## config.mk

```make
export PLATFORM = sky130hd
export DESIGN_NAME = bap_ctrl
export DESIGN_NICKNAME = d
export VERILOG_FILES = /design/src/design/bap_pkg.sv /design/src/design/bap_ctrl.sv
export SDC_FILE = /design/constraint.sdc
export NUM_CORES = 1
export LEC_CHECK = 0
export BUFFER_PORTS_ARGS = -buffer_cell sky130_fd_sc_hd__buf_2
export CELL_PAD_IN_SITES_DETAIL_PLACEMENT = 0
export CELL_PAD_IN_SITES_GLOBAL_PLACEMENT = 1
export CORE_AREA = 3 3 40 42
export DETAILED_ROUTE_END_ITERATION = 16
export DIE_AREA = 0 0 43 45
export PLACE_DENSITY_LB_ADDON = 0.1
export SYNTH_ARGS = -nofsm -noshare
export SYNTH_HDL_FRONTEND = slang
export SYNTH_SLANG_ARGS = --single-unit
export TNS_END_PERCENT = 1
```

## constraint.sdc

```tcl
create_clock -name clk -period 3.1 [get_ports clk]
set_input_delay 0.62 -clock clk [delete_from_list [all_inputs] [get_ports clk]]
set_output_delay 0.62 -clock clk [all_outputs]
set_load 0.01 [all_outputs]
```

## src/design/bap_pkg.sv

```systemverilog
// shared types, constants and helpers of the block average pixelizer
package bap_pkg;

	localparam int MaxWidth  = 1024;
	localparam int MaxHeight = 1024;
	localparam int MaxShift  = 6;
	localparam int StoreDepth = MaxWidth / 2;
	localparam int IdxW      = $clog2(StoreDepth);
	localparam int SumW      = 20;
	localparam int CntW      = 2 * MaxShift + 1;
	localparam int DivSteps  = SumW;
	localparam int StepW     = $clog2(DivSteps);

	localparam logic [1:0] REG_SHIFT  = 2'd0;
	localparam logic [1:0] REG_WIDTH  = 2'd1;
	localparam logic [1:0] REG_HEIGHT = 2'd2;
	// index with no register behind it
	localparam logic [1:0] REG_SPARE  = 2'd3;

	typedef enum logic [1:0] {
		ST_IDLE,
		ST_UPD,
		ST_DIV,
		ST_OUT
	} state_t;

	typedef struct packed {
		logic accept;
		logic update;
		logic div_step;
		logic out_load;
	} cmd_t;

	typedef struct packed {
		logic pass;
		logic last;
		logic out_free;
	} stat_t;

	typedef struct packed {
		logic [CntW-1:0] rem;
		logic [SumW-1:0] quo;
	} div_t;

	// one restoring division step: shift in next dividend bit, try subtract
	function automatic div_t div_step(input div_t d, input logic [CntW-1:0] cnt);
		logic [CntW:0] sh;
		logic [CntW:0] trial;
		div_t r;
		sh = {d.rem, d.quo[SumW-1]};
		trial = sh - {1'b0, cnt};
		r.quo = {d.quo[SumW-2:0], ~trial[CntW]};
		r.rem = trial[CntW] ? sh[CntW-1:0] : trial[CntW-1:0];
		return r;
	endfunction

endpackage

```

## src/design/bap_ctrl.sv

```systemverilog
// controller state machine of the block average pixelizer
module bap_ctrl (
	input  logic            clk,
	input  logic            arst_n,
	input  logic            s_tvalid,
	output logic            s_tready,
	input  bap_pkg::stat_t  stat,
	output bap_pkg::cmd_t   cmd
);

	bap_pkg::state_t state_q, state_d;
	logic [bap_pkg::StepW-1:0] step_q;

	always_ff @(posedge clk or negedge arst_n) begin
		if (!arst_n) begin
			state_q <= bap_pkg::ST_IDLE;
			step_q  <= '0;
		end else begin
			state_q <= state_d;
			if (state_q == bap_pkg::ST_DIV) begin
				step_q <= step_q + 1'b1;
			end else begin
				step_q <= '0;
			end
		end
	end

	always_comb begin
		state_d = state_q;
		unique case (state_q)
			bap_pkg::ST_IDLE: begin
				if (s_tvalid) state_d = bap_pkg::ST_UPD;
			end
			bap_pkg::ST_UPD: begin
				if (stat.pass) state_d = bap_pkg::ST_OUT;
				else if (stat.last) state_d = bap_pkg::ST_DIV;
				else state_d = bap_pkg::ST_IDLE;
			end
			bap_pkg::ST_DIV: begin
				if (step_q == bap_pkg::StepW'(bap_pkg::DivSteps - 1)) state_d = bap_pkg::ST_OUT;
			end
			bap_pkg::ST_OUT: begin
				if (stat.out_free) state_d = bap_pkg::ST_IDLE;
			end
			default: state_d = bap_pkg::ST_IDLE;
		endcase
	end

	always_comb begin
		s_tready     = (state_q == bap_pkg::ST_IDLE);
		cmd.accept   = s_tready && s_tvalid;
		cmd.update   = (state_q == bap_pkg::ST_UPD);
		cmd.div_step = (state_q == bap_pkg::ST_DIV);
		cmd.out_load = (state_q == bap_pkg::ST_OUT) && stat.out_free;
	end

endmodule

```

---- After elaboration in Yosys (flattened, before gate mapping) ----
Index checks and enable logic that the tools add are counted.
storage, ports and cells
  register bits ........................... 7
  output and inout port bits .............. 5
  logic and storage cells ................. 21
operators by class
  add/subtract/negate cells ............... 1
  eq/ne operators ......................... 7
  muxes and demuxes ....................... 7
  reduce and logical (&&, ||, !) cells .... 4
operators with widths
  kind                 count
  $mux 2               5
  $pmux 2 s4           1
  $add 5x1->5 const B  1
  $eq 5x5->1 const B   1
  $mux 5               1
  $eq 2x2->1 const B   2
  $ne 2x2->1 const B   2
  $reduce_and 3->1     1
  $eq 2x1->1 const B   1
  $logic_and 1x1->1    2
  $logic_not 2->1      1
  $ne 2x1->1 const B   1

---- Depth between registers and ports, before layout ----
Gate-level depths: netlist of the first run.
  word-level depth ........................ 3
  depth in mapped cells ................... 4

---- Worst setup path before layout of the first run ----
OpenSTA, ideal clock, no wires.
  path kind ............................... input -> output
  start ................................... input stat[0] (netlist name)
  end ..................................... output cmd[0] (netlist name)
  data arrival time ....................... 0.854 ns
  required time ........................... 2.480 ns
  slack ................................... 1.626 ns
  cell stages on the path ................. 1
  cell sequence ........................... and3_1
between the ends
  cells in the longest elaborated chain, start to end .. 1
ends and longest elaborated chain
  element            line            source
  from (decl)        bap_ctrl.sv:7   input bap_pkg::stat_t stat,
  $logic_and 1x1->1  bap_ctrl.sv:54  cmd.out_load = (state_q == bap_pkg::ST_OUT) && stat.out_free;
  to (decl)          bap_ctrl.sv:8   output bap_pkg::cmd_t cmd
Every way passes these cells.

==> results of run 1 <==
cells in the final DEF (no fill, tap or decap):
cell type  count
and3_1         1
buf_2         10
ha_1           1
and2_1         2
nor2_1         6
mux2i_1        1
xnor2_1        1
clkbuf_4       3
inv_1          1
xor2_1         2
nand3_1        3
clkbuf_1       1
nand2b_4       1
dfrtp_1        7
a221oi_2       1
inv_2          1
nor2b_1        1
a21oi_1        1
o21ai_0        1
cells by family after synthesis:
kind of cell / synth area share [%]
compound gates: 7.51
flops: 52.6
buf+inv: 2.25
fa+ha+maj: 3.76
mux: 3.01
simple gates: 22.9
xor+xnor: 7.90
worst max-delay path by stage:
stage / from / end / slack, ns / cells after the start
floorplan: stat[0] / cmd[0] / 1.63 / 1
global placement: stat[0] / cmd[0] / 1.43 / 3
detailed placement: stat[0] / cmd[0] / 1.42 / 3
CTS: register / cmd[0] / 1.38 / 2
global route: register / cmd[0] / 1.30 / 2
finish: register / cmd[3] / 1.40 / 3
area by class of cell:
type	count	area [µm²]
fill	132	857
sequential	7	175
multi-input combinational	22	150
timing repair buffer	10	50.0
clock buffer	4	26.3
tap	15	18.8
inverter	2	7.51
worst max-delay path, cell delays in order (launching register included):
cell and delay [ns]:
dfrtp_1 0.44, nor2_1 0.14, and2_1 0.13, buf_2 0.12
per-stage QoR:
stage	power [mW]	setup WS, ns	hold WS (ns)
floorplan	0.234	1.63	0.324
global placement	0.282	1.43	0.454
detailed placement	0.281	1.42	0.456
CTS	0.370	1.38	0.184
global route	0.396	1.30	0.185
finish	0.359	1.40	0.193
per-layer routing:
metal  part of all wire, %  up-vias
li1                      -      132
met4                   1.9        0
met3                   8.5        2
met2                    43       10
met1                    46      114
met5                     0        -
synth_stat cells:
cell and instances:
nand3_1 3, xor2_1 2, mux2i_1 1, o21ai_0 1, and3_1 1, nand2b_4 1
a21oi_1 1, inv_2 1, dfrtp_1 7, nor2b_1 1, ha_1 1, inv_1 1
nor2_1 6, a221oi_2 1, xnor2_1 1, and2_1 2
power breakdown:
| part | switching (mW) | internal (mW) | total (mW) |
|---|---|---|---|
| registers | 0.0282 | 0.115 | 0.143 |
| logic | 0.0683 | 0.0657 | 0.134 |
| clock network | 0.0329 | 0.0491 | 0.0819 |
==> out/summary.txt, run 1 <==
Kind of critical path: register to primary output
Final setup fails: 0
Initial antenna violation count: 0
Largest net degree at the start of global routing: 8
Post-Syn Instances: 31
F_max: 589 MHz
Initial core utilization: 25.9%
Grt met2 use: 11.1%
Number of distinct library cells after synthesis: 16
Die Footprint: 1940 µm²
Worst slew pin tran: 0.180 ns
Hold Path Class: input pin to asynchronous set/reset pin
Met1 Use GR: 10.2%
Post-Syn Nets: 38
Pwr Density: 840 nW/µm²
Fin area: 428 µm²
TritonCTS clock tree: built
H-Tree Depth: 1
Synth top area share: 52.6%
Mean post-synth cell area: 10.7 µm²
Slew HR: 87.7%
Final wirelength: 635 µm
Die W: 43 µm
CTS Hold Bufs: 0
RePlAce Congestion: 0.637
HPWL after DPL: 489 µm
Port buffer count: 10
Clock-pin slew on the worst setup and hold paths: 0.05 ns
Clock sinks: 7
Crit start category: register
Crit path time final: 1.70 ns
Placed cell count: 56
Max VDD drop: 351 µV
Final net count: 53
Yosys reg bits: 7
TNS Setup: 0 ns
Clock root buffer master: clkbuf_4
Layout area overhead: 28.6%
R2R Setup Slk: 2.04 ns
Critical path peak fanout: 5
Final ANT Viol Nets: 0
Final Hold Vio Count: 0
Cell area after synthesis: 333 µm²
WL/cell: 10.6 µm
Non-Filler Instances: 60
Status: finished clean
Initial drt markers: 1
Sequential area share after synthesis: 52.6%
Final Cycle Share: 54.7%
RSZ-0062 raised after global routing: no
Die Y: 45 µm
Worst Reg-to-Reg Cells: 4
Core ar.: 1280 µm²
Met3 usage: 3.98%
Top cell type by total area after synthesis: dfrtp_1
CTS Buf Count: 3
Utilization after layout: 33.3%
Post-CTS setup buffer count: 0
Via count: 258
Share of layout cells above drive strength 1: 35.6%
Dpl cell area: 402 µm²
CP required: 2.48 ns
Largest cells by area after synthesis: dfrtp_1 53%, nor2_1 6.8%, xor2_1 5.3%
Worst reg2reg endpoint: step_q[4]
Worst EP arrival: 1.08 ns
Vias in the first global route: 262
Global-route wire length before repair: 1130 µm
Diodes inserted: 0
Vias per cell: 4.30
Max Clock Skew: 0.00321 ns
DR DRC count: 0
# resized after CTS: 0
GRT Util Overall: 8.92%
Final Max Tran Viols: 0
Worst-Skew Late Latency: 0.25 ns
Num ports: 11
Number of max-cap violations: 0
Synth warnings: 0
Pleak: 0.222 nW
Overflow after GRT: 0
Router iterations before antenna repair: 2
# rows: 13
Busiest layer in global routing: met2
CP Capture Type: primary output
Reg2reg start: step_q[0]
Clock Tree Buf Depth: 2
No activity file was read; power rests on OpenSTA's default activity.
==> run 2: changes to the inputs <==
clock period = 1.55 ns   (was 3.1 ns; I/O delays follow)
==> run 2 against run 1 <==
Net effect:
- worst setup slack got worse by 1.3 ns
- sequential share of layout area decreased by 0.94 points
- clock power grew 94%
- first-iteration DRC count increased to 4.0 times the previous value
- global-route usage shrank 0.67 points
- critical path depth is the same
- register-to-register slack got worse by 1.5 ns
- highest routed layer unchanged
==> out/summary.txt, run 2 (synthesized netlist as in run 1, its figures left out) <==
Max VDD drop: 582 µV
Post-CTS setup buffer count: 0
Diodes inserted: 0
Initial drt markers: 4
Clock-pin slew on the worst setup and hold paths: 0.05 ns
Net Sw Frac: 35.6%
Commonest non-fill, non-tap cell in the layout: buf_2
Vias in the first global route: 239
Status: finished clean
Crit path largest cell delay: 0.44 ns
Via count: 266
GRT Util Overall: 8.24%
Pwr Density: 1640 nW/µm²
Initial antenna violation count: 0
Final ANT Viol Nets: 0
Router iterations before antenna repair: 4
Port buffer count: 10
Most frequent cells in the layout: 10 x buf_2, 7 x dfrtp_1, 6 x nor2_1
H-Tree Depth: 1
Initial core utilization: 25.9%
Die W: 43 µm
Number of max-cap violations: 0
Utilization after layout: 34.1%
Crit path time final: 1.40 ns
Slew HR: 85.4%
CP Buf/Inv Count: 1
Hold Path Class: input pin to asynchronous set/reset pin
Cell chain of the critical path: nor2_1 -> and2_1 -> buf_2
Worst slew pin tran: 0.219 ns
HPWL after DPL: 499 µm
Die Y: 45 µm
Crit start category: register
# rows: 13
Share of layout cells above drive strength 1: 34.8%
Non-Filler Instances: 61
Dpl cell area: 402 µm²
Final worst slack: 0.148 ns
Placed cell count: 56
Crit path max-delay family: flip-flops
Clock sinks: 7
Overflow after GRT: 0
Internal: 462 µW
Final wirelength: 599 µm
Final Cycle Share: 90.4%
CP required: 1.24 ns
Final Hold Vio Count: 0
F_max: 713 MHz
CP Capture Type: primary output
Max Clock Skew: 0.00286 ns
RePlAce Congestion: 0.678
Pre-CTS setup slack: 0.411 ns
Global-route wire length before repair: 1080 µm
Die Footprint: 1940 µm²
Kind of critical path: register to primary output
Worst EP arrival: 1.09 ns
TritonCTS clock tree: built
Multi-input logic area: 150 µm²
CTS Buf Count: 3
Final Max Tran Viols: 0
Seq pwr share: 40.1%
Fin area: 438 µm²
Num ports: 11
Reg2reg start: step_q[0]
Pleak: 0.226 nW
Final setup fails: 0
Vias per cell: 4.36
WL/cell: 9.82 µm
DR DRC count: 0
Fill cells: 144
Worst-Skew Late Latency: 0.24 ns
TNS Setup: 0 ns
Clock power frac: 22.1%
Critical path peak fanout: 5
Clock Tree Buf Depth: 2
Logic gate share of total power: 37.8%
RSZ-0062 raised after global routing: no
Sw Pwr: 256 µW
Layout area overhead: 31.6%
Clock root buffer master: clkbuf_4
Final net count: 54
Sequential standard cell area: 175 µm²
Core ar.: 1280 µm²
Largest net degree at the start of global routing: 8
Slowest CP cell: dfrtp_1
## run 2: metrics by stage
| stage | hold WS [ns] | power [mW] |
|---|---|---|
| floorplan | 0.0144 | 0.467 |
| finish | 0.421 | 0.718 |
| detailed placement | 0.150 | 0.563 |
| global placement | 0.148 | 0.560 |
| global route | 0.422 | 0.780 |
| CTS | 0.413 | 0.734 |
## run 2: metal layers
metal | part of all wire (%) | track usage [%] | up-vias | wire length (µm)
met4 | 1.7 | 9.04 | 0 | 10
li1 | - | - | 134 | -
met3 | 9.0 | 3.59 | 2 | 54
met2 | 40 | 9.58 | 10 | 239
met1 | 49 | 10.4 | 120 | 295
met5 | 0 | 0 | - | 0
## run 2: what timing repair did
item                                   4_1_cts  5_1_grt
hold buffers                                 1        0
endpoints found under the hold margin        7        0
gates resized for setup                      0        0
## run 2: path summary, 6_finish.rpt
check                                             endpoint  slack, ns  cells after the start
worst min register to register                   step_q[0]       0.46                      1
min in group clk                                  register       0.42                      3
worst max-delay path                                cmd[3]       0.15                      3
max in group asynchronous       asynchronous set/reset pin       0.97                      2
worst min-delay path                             step_q[4]       0.42                      2
worst max register to register                   step_q[4]       0.50                      4
## run 2: final cells by class
type / instances / share of cell area [%]
clock buffer: 4 / 6.00
inverter: 2 / 1.71
multi-input combinational: 22 / 34.3
sequential: 7 / 40.0
tap: 15 / 4.29
timing repair buffer: 11 / 13.7
## run 2: power groups by stage
stage / sequential, mW / combinational, mW / clock, mW
global route: 0.296 / 0.300 / 0.183
CTS: 0.287 / 0.277 / 0.170
detailed placement: 0.290 / 0.273 / 0
floorplan: 0.278 / 0.189 / 0
finish: 0.288 / 0.271 / 0.159
global placement: 0.288 / 0.272 / 0
